--- src/rtl/gpc_pkg.sv ---
// gpc_pkg: shared types and constants of the grid path counter.
// Used by gpc_count and grid_path_counter; depends on nothing else.
package gpc_pkg;

  // result word width and saturation value
  localparam int unsigned COUNT_W   = 12;
  localparam logic [COUNT_W-1:0] COUNT_MAX = 12'd4095;

  // configuration port
  localparam int unsigned CFG_IDX_W  = 1;
  localparam int unsigned CFG_DATA_W = 4;
  localparam logic [CFG_IDX_W-1:0] REG_ROW_COUNT = 1'b0;
  localparam logic [CFG_IDX_W-1:0] REG_COL_COUNT = 1'b1;

  // reset value of both dimension registers
  localparam logic [CFG_DATA_W-1:0] DIM_RESET = 4'd8;

  // input word layout
  localparam int unsigned IN_DATA_W  = 8;
  localparam int unsigned OUT_DATA_W = 16;

  // counting sequencer
  typedef enum logic [1:0] {
    ST_IDLE,
    ST_WALK,
    ST_DONE
  } gpc_state_t;

  // status from the counting unit to the top level
  typedef struct packed {
    logic busy;   // a count is in progress or waiting to be delivered
    logic done;   // result valid this cycle and taken by the output register
  } gpc_status_t;

endpackage

--- src/rtl/gpc_count.sv ---
// gpc_count: path counter that sweeps the grid one cell per cycle through a
// single saturating adder, keeping one row of partial counts.
// Depends on gpc_pkg.
module gpc_count #(
  parameter int MAX_ROWS = 8,
  parameter int MAX_COLS = 8
) (
  input  logic                                       clk,
  input  logic                                       rst_n,
  input  logic                                       start,
  input  logic                                       take,
  input  logic [((MAX_ROWS > 1) ? $clog2(MAX_ROWS) : 1)-1:0] rows_last,
  input  logic [((MAX_COLS > 1) ? $clog2(MAX_COLS) : 1)-1:0] cols_last,
  input  logic [MAX_COLS-1:0]                        row_bits,
  output logic [((MAX_ROWS > 1) ? $clog2(MAX_ROWS) : 1)-1:0] row_sel,
  output gpc_pkg::gpc_status_t                       status,
  output logic [gpc_pkg::COUNT_W-1:0]                count
);

  localparam int RW = (MAX_ROWS > 1) ? $clog2(MAX_ROWS) : 1;
  localparam int CW = (MAX_COLS > 1) ? $clog2(MAX_COLS) : 1;

  gpc_pkg::gpc_state_t state_r, state_nxt;

  logic [RW-1:0]                r_r;
  logic [CW-1:0]                c_r;
  logic [gpc_pkg::COUNT_W-1:0]  left_r;
  logic [gpc_pkg::COUNT_W-1:0]  ways_r [MAX_COLS];
  logic [gpc_pkg::COUNT_W-1:0]  count_r;

  logic                         walk_en;
  logic                         last_col;
  logic                         last_cell;
  logic [gpc_pkg::COUNT_W-1:0]  up_val;
  logic [gpc_pkg::COUNT_W-1:0]  left_val;
  logic [gpc_pkg::COUNT_W:0]    sum;
  logic [gpc_pkg::COUNT_W-1:0]  cell_val;

  assign last_col  = (c_r == cols_last);
  assign last_cell = last_col && (r_r == rows_last);

  // shared adder: paths into this cell = from above + from the left
  assign up_val   = (r_r != '0) ? ways_r[c_r] : '0;
  assign left_val = (c_r != '0) ? left_r : '0;
  assign sum      = {1'b0, up_val} + {1'b0, left_val};

  always_comb begin
    if (row_bits[c_r]) begin
      cell_val = '0;
    end else if ((r_r == '0) && (c_r == '0)) begin
      cell_val = gpc_pkg::COUNT_W'(1);
    end else if (sum > {1'b0, gpc_pkg::COUNT_MAX}) begin
      cell_val = gpc_pkg::COUNT_MAX;
    end else begin
      cell_val = sum[gpc_pkg::COUNT_W-1:0];
    end
  end

  // next state
  always_comb begin
    state_nxt = state_r;
    unique case (state_r)
      gpc_pkg::ST_IDLE: if (start) state_nxt = gpc_pkg::ST_WALK;
      gpc_pkg::ST_WALK: if (last_cell) state_nxt = gpc_pkg::ST_DONE;
      gpc_pkg::ST_DONE: if (take) state_nxt = gpc_pkg::ST_IDLE;
      default:          state_nxt = gpc_pkg::ST_IDLE;
    endcase
  end

  // outputs of the sequencer
  always_comb begin
    walk_en     = 1'b0;
    status.busy = 1'b1;
    status.done = 1'b0;
    unique case (state_r)
      gpc_pkg::ST_IDLE: status.busy = 1'b0;
      gpc_pkg::ST_WALK: walk_en = 1'b1;
      gpc_pkg::ST_DONE: status.done = take;
      default:          status.busy = 1'b0;
    endcase
  end

  always_ff @(posedge clk) begin
    if (!rst_n) begin
      state_r <= gpc_pkg::ST_IDLE;
      r_r     <= '0;
      c_r     <= '0;
    end else begin
      state_r <= state_nxt;
      if (walk_en) begin
        if (last_col) begin
          c_r <= '0;
          r_r <= last_cell ? '0 : r_r + RW'(1);
        end else begin
          c_r <= c_r + CW'(1);
        end
      end
    end
  end

  // row of partial counts and the running result
  always_ff @(posedge clk) begin
    if (walk_en) begin
      ways_r[c_r] <= cell_val;
      left_r      <= cell_val;
      if (last_cell) count_r <= cell_val;
    end
  end

  assign row_sel = r_r;
  assign count   = count_r;

endmodule

--- src/rtl/grid_path_counter.sv ---
// grid_path_counter: top level; grid bit store, dimension registers, stream
// handshakes and the result register. Depends on gpc_pkg and gpc_count.
//
// Usage:
//   The in_ stream carries one grid cell per word: row, column and blocked
//   flag in in_tdata, in_tlast set on the final cell. A word with in_tlast
//   stores its cell and then counts the right/down paths from the top-left
//   to the bottom-right cell of the area set by row_count and col_count,
//   avoiding blocked cells.
//   The cfg_ port writes row_count (index 0) and col_count (index 1); it is
//   always ready. Values of 0 act as 1, values above the store size saturate.
//   After a last word the count sweeps the area one cell per cycle through
//   one saturating adder, in the row loop and column loop of the sequencer;
//   the result is registered in the counter and then in the out_ register.
//   in_tready is low while a count runs or its result waits for the output
//   register. A finished result waits in that register while out_tready is
//   low; new load words are accepted meanwhile.
//   Reset clears the control state and sets both dimensions to 8; the grid
//   store is undefined until written.
module grid_path_counter #(
  parameter int MAX_ROWS = 8,
  parameter int MAX_COLS = 8
) (
  input  logic                               clk,
  input  logic                               rst_n,
  // input stream
  input  logic                               in_tvalid,
  output logic                               in_tready,
  input  logic [gpc_pkg::IN_DATA_W-1:0]      in_tdata,  // cell_row[2:0], cell_col[5:3],
                                                        // cell_blocked[6], zero[7]
  input  logic                               in_tlast,  // last_cell
  // result stream
  output logic                               out_tvalid,
  input  logic                               out_tready,
  output logic [gpc_pkg::OUT_DATA_W-1:0]     out_tdata, // path_count[11:0], zero[15:12]
  // configuration writes
  input  logic                               cfg_valid,
  output logic                               cfg_ready,
  input  logic [gpc_pkg::CFG_IDX_W-1:0]      cfg_index,
  input  logic [gpc_pkg::CFG_DATA_W-1:0]     cfg_data
);

  localparam int RW = (MAX_ROWS > 1) ? $clog2(MAX_ROWS) : 1;
  localparam int CW = (MAX_COLS > 1) ? $clog2(MAX_COLS) : 1;

  logic [gpc_pkg::CFG_DATA_W-1:0] row_count_r;
  logic [gpc_pkg::CFG_DATA_W-1:0] col_count_r;
  logic [MAX_COLS-1:0]            blocked_rows_r [MAX_ROWS];
  logic                           out_valid_r;
  logic [gpc_pkg::COUNT_W-1:0]    out_data_r;

  logic [2:0]                     cell_row;
  logic [2:0]                     cell_col;
  logic                           cell_blocked;
  logic                           in_fire;
  logic                           in_store;
  logic [RW-1:0]                  rows_last;
  logic [CW-1:0]                  cols_last;
  logic [RW-1:0]                  row_sel;
  logic                           take;
  gpc_pkg::gpc_status_t           status;
  logic [gpc_pkg::COUNT_W-1:0]    count;

  // input word fields
  assign cell_row     = in_tdata[2:0];
  assign cell_col     = in_tdata[5:3];
  assign cell_blocked = in_tdata[6];

  assign in_tready = !status.busy;
  assign in_fire   = in_tvalid && in_tready;
  assign in_store  = in_fire && (32'(cell_row) < MAX_ROWS) && (32'(cell_col) < MAX_COLS);

  // configuration registers
  assign cfg_ready = 1'b1;

  always_ff @(posedge clk) begin
    if (!rst_n) begin
      row_count_r <= gpc_pkg::DIM_RESET;
      col_count_r <= gpc_pkg::DIM_RESET;
    end else if (cfg_valid) begin
      unique case (cfg_index)
        gpc_pkg::REG_ROW_COUNT: row_count_r <= cfg_data;
        gpc_pkg::REG_COL_COUNT: col_count_r <= cfg_data;
        default: ;
      endcase
    end
  end

  // clamp the dimensions into 1..MAX and keep the last index
  always_comb begin
    if (row_count_r == '0) begin
      rows_last = '0;
    end else if (32'(row_count_r) > MAX_ROWS) begin
      rows_last = RW'(MAX_ROWS - 1);
    end else begin
      rows_last = RW'(row_count_r - gpc_pkg::CFG_DATA_W'(1));
    end
    if (col_count_r == '0) begin
      cols_last = '0;
    end else if (32'(col_count_r) > MAX_COLS) begin
      cols_last = CW'(MAX_COLS - 1);
    end else begin
      cols_last = CW'(col_count_r - gpc_pkg::CFG_DATA_W'(1));
    end
  end

  // grid store, one flop row per grid row
  always_ff @(posedge clk) begin
    if (in_store) begin
      blocked_rows_r[RW'(cell_row)][CW'(cell_col)] <= cell_blocked;
    end
  end

  // result register frees as soon as the receiver takes the word
  assign take = !out_valid_r || out_tready;

  gpc_count #(
    .MAX_ROWS (MAX_ROWS),
    .MAX_COLS (MAX_COLS)
  ) u_count (
    .clk       (clk),
    .rst_n     (rst_n),
    .start     (in_fire && in_tlast),
    .take      (take),
    .rows_last (rows_last),
    .cols_last (cols_last),
    .row_bits  (blocked_rows_r[row_sel]),
    .row_sel   (row_sel),
    .status    (status),
    .count     (count)
  );

  // output register
  always_ff @(posedge clk) begin
    if (!rst_n) begin
      out_valid_r <= 1'b0;
    end else if (status.done) begin
      out_valid_r <= 1'b1;
    end else if (out_tready) begin
      out_valid_r <= 1'b0;
    end
  end

  always_ff @(posedge clk) begin
    if (status.done) out_data_r <= count;
  end

  assign out_tvalid = out_valid_r;
  assign out_tdata  = gpc_pkg::OUT_DATA_W'(out_data_r);

endmodule
--- config.mk ---
export PLATFORM = sky130hd
export DESIGN_NAME = grid_path_counter
export DESIGN_NICKNAME = d
export VERILOG_FILES = /design/src/rtl/gpc_pkg.sv /design/src/rtl/gpc_count.sv /design/src/rtl/grid_path_counter.sv
export SDC_FILE = /design/constraint.sdc
export NUM_CORES = 1
export LEC_CHECK = 0
export BUFFER_PORTS_ARGS = -buffer_cell sky130_fd_sc_hd__buf_2
export CAP_MARGIN = 20
export CORE_UTILIZATION = 45
export DETAILED_ROUTE_END_ITERATION = 8
export HOLD_SLACK_MARGIN = 0.12
export MAX_ROUTING_LAYER = met4
export PLACE_DENSITY = 0.7
export SLEW_MARGIN = 20
export SYNTH_ARGS = -nofsm -noshare
export SYNTH_HDL_FRONTEND = slang
export SYNTH_HIERARCHICAL = 1
export SYNTH_SLANG_ARGS = --single-unit
export TNS_END_PERCENT = 100
--- constraint.sdc ---
create_clock -name clk -period 3.6 [get_ports clk]
set_input_delay 0.72 -clock clk [delete_from_list [all_inputs] [get_ports clk]]
set_output_delay 0.72 -clock clk [all_outputs]
set_load 0.005 [all_outputs]
==> results.cfg <==
[synthesis]
synth-seq-cells = 216
ys.flop_type = edfxtp_1
synth-edff-count = 196
synth_largest_area_cell = edfxtp_1
yosysWarnings = 6
synth_top_area_share_pct = 61.5
synth_area_um2 = 9560
async_reset_ff_share_pct = 0
synth_commonest_cells = 196 x edfxtp_1, 90 x nor2_1, 28 x nand2_1
synth_cells = 621
yosysMostFrequentCell = edfxtp_1
synth_area_leaders = edfxtp_1 62%, mux4_2 5.7%, mux4_1 4.9%, dfxtp_1 4.2%, nor2_1 3.5%
synth.avg_cell_area_um2 = 15.4
ys_types = 53
ys_seq_area_share_pct = 65.7

[detailed_routing]
vias = 5257
drc_errors = 0
routed_wl_um = 18200
final_antenna_net_count = 0
drt-vias-per-instance = 5.38
wl_per_cell_um = 18.6
drt_iter0_drc = 355
firstDrtPassIters = 4

[timing]
worst_slew_pin_slew_ns = 0.981
fin_setup_tns_ns = 0
fmax_mhz = 283
rsz0062_at_grt = yes
finalCriticalPeriod_ns = 3.54
final_hold_viol_count = 0
whs_ns = 0.418
max-slew-margin-rel_pct = 34.6
drv_slew = 0
setup_viol = 0
fin_skew_ns = 0.0126
period_share_pct = 98.2

[cells_and_area]
drive_above_1_share_pct = 22.3
diodes = 0
ff_latch_area_um2 = 6290
nFillCells = 1698
nets = 732
syn_to_final_growth_pct = 15.7
final_cell_count_no_fill = 978
post-route-util_pct = 53.8
multi_input_area_um2 = 3080

[global_routing]
overflow = 0
grt_max_degree = 65
grt_pass1_wl_um = 29200
grt_pass1_vias = 5561
track_usage_pct = 18.0
antenna_found_initial = 0

[flow_run]
max_cap_violations = 0

[floorplanning]
core_area_um2 = 20600
die_w_um = 148
die_h_um = 148
rows = 52
ios = 38
initial_utilization_pct = 46.5
die_area_um2 = 21800

[pwr]
pwr-share-seq_pct = 46.0
pwr-share-clk_pct = 36.7
power.density_nw_per_um2 = 583
leakagePower_nw = 3.69
vdd_ir_drop_max_v = 0.000373
total_power_w = 0.00645
switchingPower_w = 0.00158
internal_power_w = 0.00487
power_frac_comb_pct = 17.2
power.share.switching_pct = 24.4

[clock_tree]
cts_hold_buf = 0
clockBufferDepth = 3
cts.clk_slew.worst_paths_ns = 0.06
clock_latency_ns = 0.51
numCtsBuffers = 23
clockRootBuffer = clkbuf_16
h-tree-depth = 1
cts_tree = yes
clock-sinks = 216

[setup_path]
worstPathMaxFanout = 10
critPathCaptureType = flop
crit_required_ns = 3.86
cp_data_arrival_time_ns = 3.79
start_kind = flop
critPathKind = flop to flop
reg2reg_depth = 16

[hold_path]
whs_path_depth = 0
hold_path.class = flop to flop

[placement]
place.gp.congestion = 0.835
dp.cells = 934
io_buffer_count = 31
hpwl_um = 11900

[outcome]
outcome = finished clean
-- power by group through the flow --
| stage | clock (W) | sequential (W) | combinational (W) |
|---|---|---|---|
| after detailed placement | 0 | 0.00302 | 0.00110 |
| after global routing | 0.00251 | 0.00298 | 0.00121 |
| after global placement | 0 | 0.00301 | 0.00107 |
| after CTS | 0.00241 | 0.00297 | 0.00111 |
| after floorplan | 0 | 0.00301 | 0.000730 |
| final | 0.00237 | 0.00297 | 0.00111 |
-- registers in the layout, indices dropped and copies added (netlist names), named ones only --
register	count
u_count/left_r	12
row_count_r	4
u_count/row_sel	3
u_count/c_r	3
blocked_rows_r	64
out_tvalid	1
col_count_r	4
u_count/ways_r	96
u_count/count	12
u_count/state_r	2
out_data_r	12
-- placed cells by master (no fill, tap or decap), types with 5 or more instances in the layout --
cell type and n:
a21oi_1 9, mux4_2 24, clkinv_1 5, ha_1 21
clkbuf_16 23, nand2_1 28, nor2b_1 11, buf_2 31
and2_1 16, mux2_2 9, nand3_1 12, dfxtp_1 20
edfxtp_1 196, nor2_1 90, xnor2_1 10, nand2b_1 7
nand3b_1 5, inv_1 24, conb_1 5, mux2i_1 21
buf_4 34, a21boi_0 5, mux4_1 18, a21oi_2 7
o21ai_0 11
-- final timing paths --
kind                                        from              endpoint  slack (ns)
worst max-delay path                        flop  u_count/ways_r[2][0]        0.06
worst min-delay path            u_count/count[0]         out_data_r[0]        0.42
worst max register to register              flop  u_count/ways_r[2][0]        0.06
worst min register to register  u_count/count[0]         out_data_r[0]        0.42
-- critical path: stages, from the launching register on --
cell,delay (ns)
dfxtp_1,0.32
buf_12,0.14
buf_12,0.13
mux4_2,0.33
mux2i_1,0.09
nor2_1,0.12
ha_1,0.22
inv_1,0.07
fa_1,0.40
nand2b_1,0.20
a21oi_1,0.17
o21ai_1,0.15
o21ai_2,0.17
buf_4,0.15
a31oi_4,0.08
buf_12,0.17
a21boi_2,0.38
-- through the flow --
step | worst slack, ns | instance area (um2)
floorplan | 0.342 | 9580
global placement | -0.113 | 10200
detailed placement | -0.202 | 10200
CTS | 0.00863 | 11000
global route | -0.189 | 11100
finish | 0.0647 | 11100
-- area by class of cell --
| class | instances | share of cell area [%] |
|---|---|---|
| inverter | 24 | 0.814 |
| sequential | 216 | 56.8 |
| clock buffer | 29 | 5.59 |
| tap | 270 | 3.05 |
| clock inverter | 13 | 1.37 |
| timing repair buffer | 70 | 4.54 |
| multi-input combinational | 356 | 27.8 |
-- metal layers --
metal	vias up	track usage (%)	routed length (um)
li1	2473	-	-
met1	2637	22.7	7740
met2	121	30.5	9210
met3	26	2.75	935
met4	0	4.59	352
met5	-	-	0
-- what timing repair did --
action	in CTS	in global routing
gates resized for setup	1	6
endpoints found under the setup margin	110	120
cloned	0	1
setup buffers	1	0
pin swaps	1	3
-- logic make-up after synthesis --
family	share of synthesized area, %
xor gates and xnor gates	1.19
muxes	13.9
DFF	65.7
other	0.0785
and+or+nand+nor	9.07
buffers and inverters	2.73
adders and majority gates	3.17
AOI/OAI and AO/OA	4.19
Note: power is estimated with default switching activity, not from simulation.
